`src/hw/rtl/dnt_pkg.sv`:
```
// shared types and constants of the directory name table
package dnt_pkg;

	// fixed field widths of the request and response items
	localparam int REQ_W        = 3;
	localparam int NAME_IN_W    = 64;
	localparam int SECTOR_IO_W  = 10;
	localparam int INDEX_OUT_W  = 4;
	localparam int STATUS_W     = 2;

	// widest storage the parameters allow
	localparam int SECTOR_MAX_W = 32;
	localparam int INDEX_MAX_W  = 8;

	// parameter defaults
	localparam int ENTRIES_DEF     = 16;
	localparam int NAME_BYTES_DEF  = 8;
	localparam int SECTOR_BITS_DEF = 10;

	// name keys of the "." and ".." entries
	localparam logic [NAME_IN_W-1:0] KEY_DOT    = 64'h2E;
	localparam logic [NAME_IN_W-1:0] KEY_DOTDOT = 64'h2E2E;

	typedef enum logic [REQ_W-1:0] {
		REQ_LOOKUP     = 3'd0,
		REQ_ADD        = 3'd1,
		REQ_REMOVE     = 3'd2,
		REQ_SET_SECTOR = 3'd3,
		REQ_EMPTY      = 3'd4
	} dnt_req_t;

	typedef enum logic [STATUS_W-1:0] {
		STS_OK        = 2'd0,
		STS_NOT_FOUND = 2'd1,
		STS_DUPLICATE = 2'd2,
		STS_FULL      = 2'd3
	} dnt_status_t;

	typedef enum logic [1:0] {
		ST_IDLE,
		ST_SCAN,
		ST_DRAIN,
		ST_FINISH
	} dnt_state_t;

endpackage

```
`src/hw/rtl/dnt_ram.sv`:
```
// single-port-write, single-port-read slot memory with registered read data
module dnt_ram #(
	parameter int DEPTH = 16,
	parameter int WIDTH = 75
) (
	input  logic                     clk,
	input  logic                     we,
	input  logic [$clog2(DEPTH)-1:0] waddr,
	input  logic [WIDTH-1:0]         wdata,
	input  logic                     re,
	input  logic [$clog2(DEPTH)-1:0] raddr,
	output logic [WIDTH-1:0]         rdata
);

	logic [WIDTH-1:0] mem [DEPTH];

	// write port
	always_ff @(posedge clk) begin
		if (we) begin
			mem[waddr] <= wdata;
		end
	end

	// read port, registered read data
	always_ff @(posedge clk) begin
		if (re) begin
			rdata <= mem[raddr];
		end
	end

endmodule

```
`src/hw/rtl/directory_name_table.sv`:
```
// directory name table: slot memory scanned one slot per cycle per request
//
//  channel | direction | handshake            | payload
//  --------+-----------+----------------------+-----------------------------------------
//  req     | in        | req_valid/req_stall  | req_type, entry_name, is_file, sector_in
//  rsp     | out       | rsp_valid/rsp_stall  | status, sector_out, index_out, dir_empty
//
// one item at a time: a new item is taken only in the idle state, after the
// scan of the slot memory through its single read port and the finish step.
// the response is registered in the finish step, after the scan and drain steps.
// a held response blocks only the finish step; the next item may be taken
// while the response waits until the scan reaches the finish step.
// reset clears the valid bits at once; the memory itself needs no clearing.
module directory_name_table #(
	parameter int ENTRIES     = dnt_pkg::ENTRIES_DEF,
	parameter int NAME_BYTES  = dnt_pkg::NAME_BYTES_DEF,
	parameter int SECTOR_BITS = dnt_pkg::SECTOR_BITS_DEF
) (
	input  logic                             clk,
	input  logic                             arst_n,
	input  logic                             req_valid,
	output logic                             req_stall,
	input  logic [dnt_pkg::REQ_W-1:0]        req_type,
	input  logic [dnt_pkg::NAME_IN_W-1:0]    entry_name,
	input  logic                             is_file,
	input  logic [dnt_pkg::SECTOR_IO_W-1:0]  sector_in,
	output logic                             rsp_valid,
	input  logic                             rsp_stall,
	output logic [dnt_pkg::STATUS_W-1:0]     status,
	output logic [dnt_pkg::SECTOR_IO_W-1:0]  sector_out,
	output logic [dnt_pkg::INDEX_OUT_W-1:0]  index_out,
	output logic                             dir_empty
);

	localparam int IdxW   = $clog2(ENTRIES);
	localparam int NameW  = 8 * NAME_BYTES;
	localparam int WordW  = NameW + 1 + SECTOR_BITS;
	localparam logic [IdxW-1:0]  LastIdx   = IdxW'(ENTRIES - 1);
	localparam logic [NameW-1:0] DotKey    = NameW'(dnt_pkg::KEY_DOT);
	localparam logic [NameW-1:0] DotDotKey =
		(NAME_BYTES >= 2) ? NameW'(dnt_pkg::KEY_DOTDOT) : NameW'(dnt_pkg::KEY_DOT);

	dnt_pkg::dnt_state_t state_q, state_d;

	logic                      req_fire;
	logic                      rsp_fire;
	logic                      fin_fire;
	logic [IdxW-1:0]           cnt_q;
	logic                      ram_re;
	logic [WordW-1:0]          ram_rdata;
	logic                      ram_we;
	logic [IdxW-1:0]           ram_waddr;
	logic [WordW-1:0]          ram_wdata;

	logic [ENTRIES-1:0]        slot_valid_q;
	logic                      cmp_vld_s1;
	logic [IdxW-1:0]           cmp_idx_s1;

	logic [dnt_pkg::REQ_W-1:0] req_q;
	logic [NameW-1:0]          key_q;
	logic                      kind_q;
	logic [SECTOR_BITS-1:0]    sec_q;

	logic                      hit_q;
	logic [IdxW-1:0]           hit_idx_q;
	logic [SECTOR_BITS-1:0]    hit_sec_q;
	logic                      free_q;
	logic [IdxW-1:0]           free_idx_q;
	logic                      busy_q;

	logic                      rsp_valid_q;

	logic [dnt_pkg::NAME_IN_W-1:0]    key_full;
	logic [NameW-1:0]                 key_norm;
	logic [dnt_pkg::SECTOR_MAX_W-1:0] sec_in_ext;
	logic [SECTOR_BITS-1:0]           sec_norm;

	logic [NameW-1:0]          rd_name;
	logic                      rd_kind;
	logic [SECTOR_BITS-1:0]    rd_sector;
	logic                      rd_valid;
	logic                      hit_now;

	logic [dnt_pkg::STATUS_W-1:0]    res_status;
	logic [IdxW-1:0]                 res_idx;
	logic [SECTOR_BITS-1:0]          res_sector;
	logic                            res_empty;
	logic                            res_clr;
	logic [dnt_pkg::INDEX_MAX_W-1:0]  res_idx_ext;
	logic [dnt_pkg::SECTOR_MAX_W-1:0] res_sec_ext;

	// name key: low NAME_BYTES bytes, zero after the first zero byte
	always_comb begin
		logic stop;
		key_full = '0;
		stop = 1'b0;
		for (int b = 0; b < 8; b++) begin
			if (b >= NAME_BYTES || entry_name[8*b +: 8] == 8'd0) begin
				stop = 1'b1;
			end
			if (!stop) begin
				key_full[8*b +: 8] = entry_name[8*b +: 8];
			end
		end
	end
	assign key_norm = key_full[NameW-1:0];

	// sector kept in SECTOR_BITS bits
	assign sec_in_ext = dnt_pkg::SECTOR_MAX_W'(sector_in);
	assign sec_norm   = sec_in_ext[SECTOR_BITS-1:0];

	// handshakes
	assign req_fire  = req_valid && !req_stall;
	assign rsp_fire  = rsp_valid_q && !rsp_stall;
	assign rsp_valid = rsp_valid_q;

	// next state and control
	always_comb begin
		state_d   = state_q;
		req_stall = 1'b1;
		ram_re    = 1'b0;
		fin_fire  = 1'b0;
		unique case (state_q)
			dnt_pkg::ST_IDLE: begin
				req_stall = 1'b0;
				if (req_valid) begin
					state_d = dnt_pkg::ST_SCAN;
				end
			end
			dnt_pkg::ST_SCAN: begin
				ram_re = 1'b1;
				if (cnt_q == LastIdx) begin
					state_d = dnt_pkg::ST_DRAIN;
				end
			end
			dnt_pkg::ST_DRAIN: begin
				state_d = dnt_pkg::ST_FINISH;
			end
			dnt_pkg::ST_FINISH: begin
				if (!rsp_valid_q || !rsp_stall) begin
					fin_fire = 1'b1;
					state_d  = dnt_pkg::ST_IDLE;
				end
			end
			default: begin
				state_d = dnt_pkg::ST_IDLE;
			end
		endcase
	end

	// slot memory holds name, kind and sector
	dnt_ram #(
		.DEPTH(ENTRIES),
		.WIDTH(WordW)
	) u_ram (
		.clk   (clk),
		.we    (ram_we),
		.waddr (ram_waddr),
		.wdata (ram_wdata),
		.re    (ram_re),
		.raddr (cnt_q),
		.rdata (ram_rdata)
	);

	// compare stage on the slot read last cycle
	assign rd_name   = ram_rdata[WordW-1 -: NameW];
	assign rd_kind   = ram_rdata[SECTOR_BITS];
	assign rd_sector = ram_rdata[SECTOR_BITS-1:0];
	assign rd_valid  = slot_valid_q[cmp_idx_s1];
	assign hit_now   = rd_valid && (rd_name == key_q) && (rd_kind == kind_q);

	// result and write-back of the finish step
	always_comb begin
		res_status = dnt_pkg::STS_OK;
		res_idx    = '0;
		res_sector = '0;
		res_empty  = 1'b0;
		res_clr    = 1'b0;
		ram_we     = 1'b0;
		ram_waddr  = hit_idx_q;
		ram_wdata  = {key_q, kind_q, sec_q};
		unique case (req_q)
			dnt_pkg::REQ_LOOKUP: begin
				if (hit_q) begin
					res_idx    = hit_idx_q;
					res_sector = hit_sec_q;
				end else begin
					res_status = dnt_pkg::STS_NOT_FOUND;
				end
			end
			dnt_pkg::REQ_ADD: begin
				if (hit_q) begin
					res_status = dnt_pkg::STS_DUPLICATE;
					res_idx    = hit_idx_q;
				end else if (free_q) begin
					res_idx   = free_idx_q;
					ram_we    = fin_fire;
					ram_waddr = free_idx_q;
				end else begin
					res_status = dnt_pkg::STS_FULL;
				end
			end
			dnt_pkg::REQ_REMOVE: begin
				if (hit_q) begin
					res_idx = hit_idx_q;
					res_clr = 1'b1;
				end else begin
					res_status = dnt_pkg::STS_NOT_FOUND;
				end
			end
			dnt_pkg::REQ_SET_SECTOR: begin
				if (hit_q) begin
					res_idx = hit_idx_q;
					ram_we  = fin_fire;
				end else begin
					res_status = dnt_pkg::STS_NOT_FOUND;
				end
			end
			dnt_pkg::REQ_EMPTY: begin
				res_empty = !busy_q;
			end
			default: begin
			end
		endcase
	end

	assign res_idx_ext = dnt_pkg::INDEX_MAX_W'(res_idx);
	assign res_sec_ext = dnt_pkg::SECTOR_MAX_W'(res_sector);

	// control registers
	always_ff @(posedge clk or negedge arst_n) begin
		if (!arst_n) begin
			state_q      <= dnt_pkg::ST_IDLE;
			cnt_q        <= '0;
			cmp_vld_s1   <= 1'b0;
			slot_valid_q <= '0;
			hit_q        <= 1'b0;
			free_q       <= 1'b0;
			busy_q       <= 1'b0;
			rsp_valid_q  <= 1'b0;
		end else begin
			state_q    <= state_d;
			cmp_vld_s1 <= ram_re;
			// slot counter
			if (req_fire) begin
				cnt_q <= '0;
			end else if (ram_re && cnt_q != LastIdx) begin
				cnt_q <= cnt_q + 1'b1;
			end
			// scan flags
			if (req_fire) begin
				hit_q  <= 1'b0;
				free_q <= 1'b0;
				busy_q <= 1'b0;
			end else if (cmp_vld_s1) begin
				if (hit_now) begin
					hit_q <= 1'b1;
				end
				if (!rd_valid) begin
					free_q <= 1'b1;
				end
				if (rd_valid && rd_name != DotKey && rd_name != DotDotKey) begin
					busy_q <= 1'b1;
				end
			end
			// valid bits
			if (fin_fire && ram_we && req_q == dnt_pkg::REQ_ADD) begin
				slot_valid_q[free_idx_q] <= 1'b1;
			end
			if (fin_fire && res_clr) begin
				slot_valid_q[hit_idx_q] <= 1'b0;
			end
			// response valid
			if (fin_fire) begin
				rsp_valid_q <= 1'b1;
			end else if (rsp_fire) begin
				rsp_valid_q <= 1'b0;
			end
		end
	end

	// payload registers
	always_ff @(posedge clk) begin
		cmp_idx_s1 <= cnt_q;
		if (req_fire) begin
			req_q  <= req_type;
			key_q  <= key_norm;
			kind_q <= is_file;
			sec_q  <= sec_norm;
		end
		if (cmp_vld_s1 && !hit_q && hit_now) begin
			hit_idx_q <= cmp_idx_s1;
			hit_sec_q <= rd_sector;
		end
		if (cmp_vld_s1 && !free_q && !rd_valid) begin
			free_idx_q <= cmp_idx_s1;
		end
		if (fin_fire) begin
			status     <= res_status;
			sector_out <= res_sec_ext[dnt_pkg::SECTOR_IO_W-1:0];
			index_out  <= res_idx_ext[dnt_pkg::INDEX_OUT_W-1:0];
			dir_empty  <= res_empty;
		end
	end

	// an accepted item always starts a scan
	a_accept_scan: assert property (@(posedge clk) disable iff (!arst_n)
		req_fire |=> state_q == dnt_pkg::ST_SCAN)
		else $error("accepted item did not start a scan");

	// a new response only comes out of the finish step
	a_rsp_from_finish: assert property (@(posedge clk) disable iff (!arst_n)
		$rose(rsp_valid_q) |-> $past(state_q) == dnt_pkg::ST_FINISH)
		else $error("response raised outside the finish step");

	// a recorded hit always points at a valid slot while the item is in work
	a_hit_valid: assert property (@(posedge clk) disable iff (!arst_n)
		(state_q != dnt_pkg::ST_IDLE && hit_q) |-> slot_valid_q[hit_idx_q])
		else $error("hit recorded on an invalid slot");

	// a successful add leaves its slot valid
	a_add_sets_valid: assert property (@(posedge clk) disable iff (!arst_n)
		(fin_fire && req_q == dnt_pkg::REQ_ADD && !hit_q && free_q)
			|=> slot_valid_q[$past(free_idx_q)])
		else $error("added slot not marked valid");

	// memory writes happen only in the finish step
	a_write_finish: assert property (@(posedge clk) disable iff (!arst_n)
		ram_we |-> state_q == dnt_pkg::ST_FINISH)
		else $error("slot memory written outside the finish step");

endmodule

```
`config.mk`:
```
export PLATFORM = sky130hd
export DESIGN_NAME = directory_name_table
export DESIGN_NICKNAME = d
export VERILOG_FILES = /design/src/hw/rtl/dnt_pkg.sv /design/src/hw/rtl/dnt_ram.sv /design/src/hw/rtl/directory_name_table.sv
export SDC_FILE = /design/constraint.sdc
export NUM_CORES = 1
export LEC_CHECK = 0
export BUFFER_PORTS_ARGS = -buffer_cell sky130_fd_sc_hd__buf_2
export CAP_MARGIN = 20
export CORE_MARGIN = 5
export CORE_UTILIZATION = 62
export CTS_CLUSTER_DIAMETER = 120
export DETAILED_ROUTE_END_ITERATION = 10
export HOLD_SLACK_MARGIN = 0.08
export PLACE_DENSITY = 0.79
export SYNTH_ARGS = -nofsm -noshare
export SYNTH_HDL_FRONTEND = slang
export SYNTH_SLANG_ARGS = --single-unit
```
`constraint.sdc`:
```
create_clock -name clk -period 6.01 [get_ports clk]
set_clock_uncertainty 0.1 [all_clocks]
set_input_delay 0.9015 -clock clk [delete_from_list [all_inputs] [get_ports clk]]
set_output_delay 0.9015 -clock clk [all_outputs]
set_load 0.01 [all_outputs]
```
Word-level counts from Yosys, hierarchy flattened:

Memory sizes are Yosys's and may differ from the RTL's. A register that Yosys moved wholly into a read port is not among the register bits.
Cells that the tools add are included.

* bits of input ports: 82
* bits in writable memories: 1200
* word-level logic and storage cells: 154
* register bits after elaboration: 144
* memories: 1
* output and inout bits: 19

Memory list
* u_ram.mem: depth 16, width 75, rd ports 1, clocked after memory_dff 1, write ports 1, line dnt_ram.sv:15 `logic [WIDTH-1:0] mem [DEPTH];`

* bitwise gates (word level): 3
* order comparisons: 5
* add/subtract/negate cells: 1
* equality and inequality tests: 17
* reductions and logical operators: 44
* muxes and demuxes: 56

Operators with widths (count)
* $eq A64 B64 Y1: 1
* $logic_not A8 Y1: 8
* $ne A64 B14 Y1 const B: 1
* $ne A64 B6 Y1 const B: 1
* $mux W1: 34
* $mux W16: 2
* $mux W4: 8
* $and A16 B16 Y16: 1
* $logic_and A1 B1 Y1: 16
* $not A16 Y16: 1
* $or A16 B16 Y16: 1
* $lt A4 B5 Y1 const B: 3
* $mux W2: 5
* $reduce_bool A2 Y1: 5
* $demux W1 S4: 2
* $ge A4 B1 Y1 const B: 2
* $ne A2 B2 Y1 const B: 4
* $pmux W2 S4: 1
* $pmux W4 S2: 1
* $reduce_and A2 Y1: 4
* $eq A3 B2 Y1 const B: 2
* $logic_not A1 Y1: 6
* $add A4 B1 Y4 const B: 1
* $bmux W1 S4: 1
* 14 further kinds: 15

Longest topological paths before layout:

* depth in word-level cells: 12
* gate-level depth with buffers: 7
* mapped depth without buffers: 7

Cells and area by module:

From an unflattened synthesis, not the netlist that was laid out.

* cell total of the unflattened synthesis: 2462
* area total of the unflattened synthesis: 53799.1 sq um

Modules (own cells, without submodules)
* dnt_ram: instances 1, sequential area each 38286.7 sq um, cells an instance 1926, area an instance 47068.9 sq um
* directory_name_table: instances 1, sequential area each 4149.0 sq um, cells an instance 536, area an instance 6730.2 sq um

Worst setup path before layout:

Ideal clock, no wire load.

* path type: input to register
* start point: input port rsp_stall
* end point: memory u_ram.mem[0][0], enable pin
* arrival: 4.873 ns
* path buffers: 0
* path slack: 0.528 ns
* stages on the path: 5
* library setup time: 0.509 ns
* data required time: 5.401 ns
* cell sequence: nand2_1 -> nand2_1 -> inv_1 -> nand3_1 -> nor2_1

* cells in the longest elaborated chain, start to end: 9
* elaborated cells between the ends (all ways): 10
* classes of those cells: mux: 8; reduce/logical: 2

Ends and longest elaborated chain
* start: declaration: line directory_name_table.sv:28 `input logic rsp_stall,`
* $logic_not A1 Y1 (*): line directory_name_table.sv:140 `if (!rsp_valid_q || !rsp_stall) begin`
* $logic_or A1 B1 Y1 (*): line directory_name_table.sv:140
* $mux W1 (*): line directory_name_table.sv:140
* $mux W1 (*): line directory_name_table.sv:123 `unique case (state_q)`
* via fin_fire: line directory_name_table.sv:47 `logic fin_fire;`
* $mux W1: line directory_name_table.sv:195 `end else if (free_q) begin`
* $mux W1: line directory_name_table.sv:192 `if (hit_q) begin`
* $pmux W1 S2 (*): line directory_name_table.sv:182 `unique case (req_q)`
* $mux W1 (*): line dnt_ram.sv:19 `if (we) begin`
* $mux W1 (implied by the code) (*): line dnt_ram.sv:20 `mem[waddr] <= wdata;`
* end: declaration: line dnt_ram.sv:15

Mark *: on every way through the listed nets, which the timed path passes. The rest lies on a longest branch.

Worst setup path after layout:

* start point: register hit_q
* end point: memory u_ram.mem[14][7], enable pin

* cells in the longest elaborated chain, start to end: 4
* elaborated cells between the ends (all ways): 7
* classes of those cells: mux: 7

Ends and longest elaborated chain
* start: declaration: line directory_name_table.sv:64 `logic hit_q;`
* start signal: assignment: line directory_name_table.sv:237 `hit_q <= 1'b0;`
* start signal: assignment: line directory_name_table.sv:252 `hit_q <= 1'b0;`
* start signal: assignment: line directory_name_table.sv:257 `hit_q <= 1'b1;`
* $mux W1, on equally long branches: line directory_name_table.sv:212, directory_name_table.sv:192
* $pmux W1 S2: line directory_name_table.sv:182
* $mux W1: line dnt_ram.sv:19
* $mux W1 (implied by the code): line dnt_ram.sv:20

Parallel ways exist; a longest one is shown, timed or not.

==> metrics <==
TritonCTS Buffers ~140; Core Box Area 0.0865 mm2; initial antenna violation count 3; die footprint 0.0929 mm2; final instance area 0.0603 mm2; top cells by area, synth edfxtp_1 (77%), mux4_2 (16%), dfrtp_1 (1.3%); Post-synth ARST share under 10%; MaxCap Viol Count 0; Yosys Warn Count 0; Max transition margin a little under a quarter; # diodes 0; Worst Hold Class primary input to register; Sequential Area 0.0425 mm2; startpoint types register; worst-path fanout max 28; first-pass GRT wire length 187000 um; count leader, synth edfxtp_1; synth cell count leaders edfxtp_1 (1388), mux4_2 (379), and2_1 (60); Synth Register Bits 1419; H-tree depth 4; status complete, no violations; unrepaired setup endpoints after global routing no; Syn Area/Cell 23.7 um2; peak supply drop 0.000471 V; top cell type by total area after synthesis edfxtp_1; die height 305 um; Detailed Routing Iterations Pass 1 6; top_reg_cell synth edfxtp_1; CTS root buffer clkbuf_16; Vias/cell 6.94; Area growth syn-to-layout 11.9%; sequential area share after synthesis 78.7%; num rows 108; share of cells above drive strength 1 29.0%; global-route usage over all layers 27.9%; residual DRC count 0; vias in the first global route between 20000 and 30000; clk buf depth 3; IO Pins 101; routed len/inst 34.4 um; Sinks on Clock Net 1419; Multi-input gate area 0.0109 mm2; CP required 6290 ps; setup tns final 0 ps; detailed-route via count 25767; Final nets roughly 2500; antenna-violating nets left 0; top-area cell type share of the netlist area between 70 and 80%; total routed wirelength 128000 um; fin crit period 3780 ps; Worst-path clk slew 70 ps; CTS tree built; area of the mapped netlist 0.0539 mm2; Slew Viols, Final 0; post-synthesis cell count 2270; CP Class register to register; global route total overflow 0; Post-Syn Nets 2358; Clk Latency, worst-skew pair 750 ps; pwr/cell area 428 mW/mm2; Worst setup EP type register; Final Hold Fails 0; die span in x 305 um; f_max 264 MHz; IO Port Bufs 100; HPWL Detailed 66000 um; WP data arrival 4060 ps; EDFF count, synth 1388; final worst-path cycle share 63.0%; largest net degree at the start of global routing 106; final setup vio count 0; post-CTS setup buffer count 0; RD Place Congestion roughly 0.83; Fillers 4808; Post-DP Area 0.0559 mm2; initial core utilization 62.3%; Worst-Margin Slew 1150 ps; leak pwr about 19 nW; post-synth cell types 45; Initial DRC Count 3659
==> worst paths after layout <==
check / depth (start not counted) / slack [ps] / startpoint / to
max: 6 / 2230 / hit_q / u_ram.mem[14][7]
min reg2reg: 0 / 330 / u_ram.rdata[9] / hit_sec_q[9]
min: 1 / 230 / sector_in[7] / sec_q[7]
max in group asynchronous: 2 / 4710 / arst_n / cnt_q[2]
max reg2reg: 6 / 2230 / hit_q / u_ram.mem[14][7]
min in group asynchronous: 2 / 620 / arst_n / rsp_valid
==> placed cells by master, fill, tap and decap left out, drive strengths merged, types with 8 or more instances in the layout <==
cell,synthesis,routed
clkinv,0,53
mux4,379,379
nand4,20,20
and2,60,60
a31oi,17,17
nor2,30,30
inv,16,21
nor4,29,29
nand2,23,23
buf,50,150
clkinvlp,0,8
bufinv,0,8
dfrtp,27,27
nor2b,19,19
clkbuf,54,165
edfxtp,1388,1388
a21oi,24,24
xnor2,58,58
nor3,9,9
and3,10,10
==> report_power, final <==
part | total [mW] | switching (mW) | internal, mW
combinational | 4.65 | 2.34 | 2.31
sequential | 12.7 | 0.869 | 11.9
clock | 8.42 | 3.77 | 4.65
total | 25.8 | 6.99 | 18.8
==> worst max-delay path, cell delays in order (launching register included) <==
cell	delay, ps
dfrtp_1	470
nor2b_1	470
nand4_1	170
a21oi_1	310
nor2b_1	390
nor2b_4	820
buf_4	650
==> through the flow <==
step	hold slack, ps	cells	power [mW]	utilization, %	setup WS, ps
2_1_floorplan	245	2270	16.0	-	528
5_1_grt	202	3711	26.7	69.7	2060
3_5_place_dp	307	3471	17.5	64.7	1870
4_1_cts	191	3710	25.9	69.7	2280
3_3_place_gp	303	3471	17.3	64.7	1920
6_report	227	3711	25.8	69.7	2230
==> per-layer routing <==
layer | vias to the layer above | global-route usage, % | wire length, um
li1 | 10004 | - | -
met1 | 13571 | 38.9 | 45500
met2 | 1928 | 45.2 | 64400
met3 | 264 | 6.37 | 13300
met4 | 0 | 9.21 | 4410
met5 | - | 0 | 0
==> registers in the layout, indices dropped and copies added (netlist names), 2 cells and up <==
name	count
key_q	64
sec_q	10
slot_valid_q	16
req_q	3
cmp_idx_s1	4
free_idx_q	4
cnt_q	4
sector_out	10
state_q	2
index_out	4
status	2
u_ram.rdata	75
u_ram.mem	1200
hit_idx_q	4
hit_sec_q	10
==> cells by family after synthesis <==
family / after synthesis / share of synthesized area, %
buffers and inverters: 120 / 1.19
AOI/OAI and AO/OA: 59 / 0.666
DFF: 1419 / 78.7
adders and majority gates: 6 / 0.139
xor gates and xnor gates: 60 / 0.975
and+or+nand+nor: 222 / 2.34
muxes: 384 / 15.9
==> layout make-up <==
cell class | count | area share [%]
clock inverter | 74 | 1.30
multi-input combinational | 731 | 18.2
sequential | 1419 | 70.4
inverter | 16 | 0.104
timing repair buffer | 152 | 1.75
clock buffer | 164 | 5.92
tap | 1155 | 2.40
==> what timing repair did <==
| item | in CTS | in global routing |
|---|---|---|
| hold buffers | 1 | 0 |
| resized for setup | 0 | 0 |
| hold endpoints to repair | 27 | 0 |
| endpoints found under the setup margin | 0 | 0 |
Power figures use the tool's default switching activity.
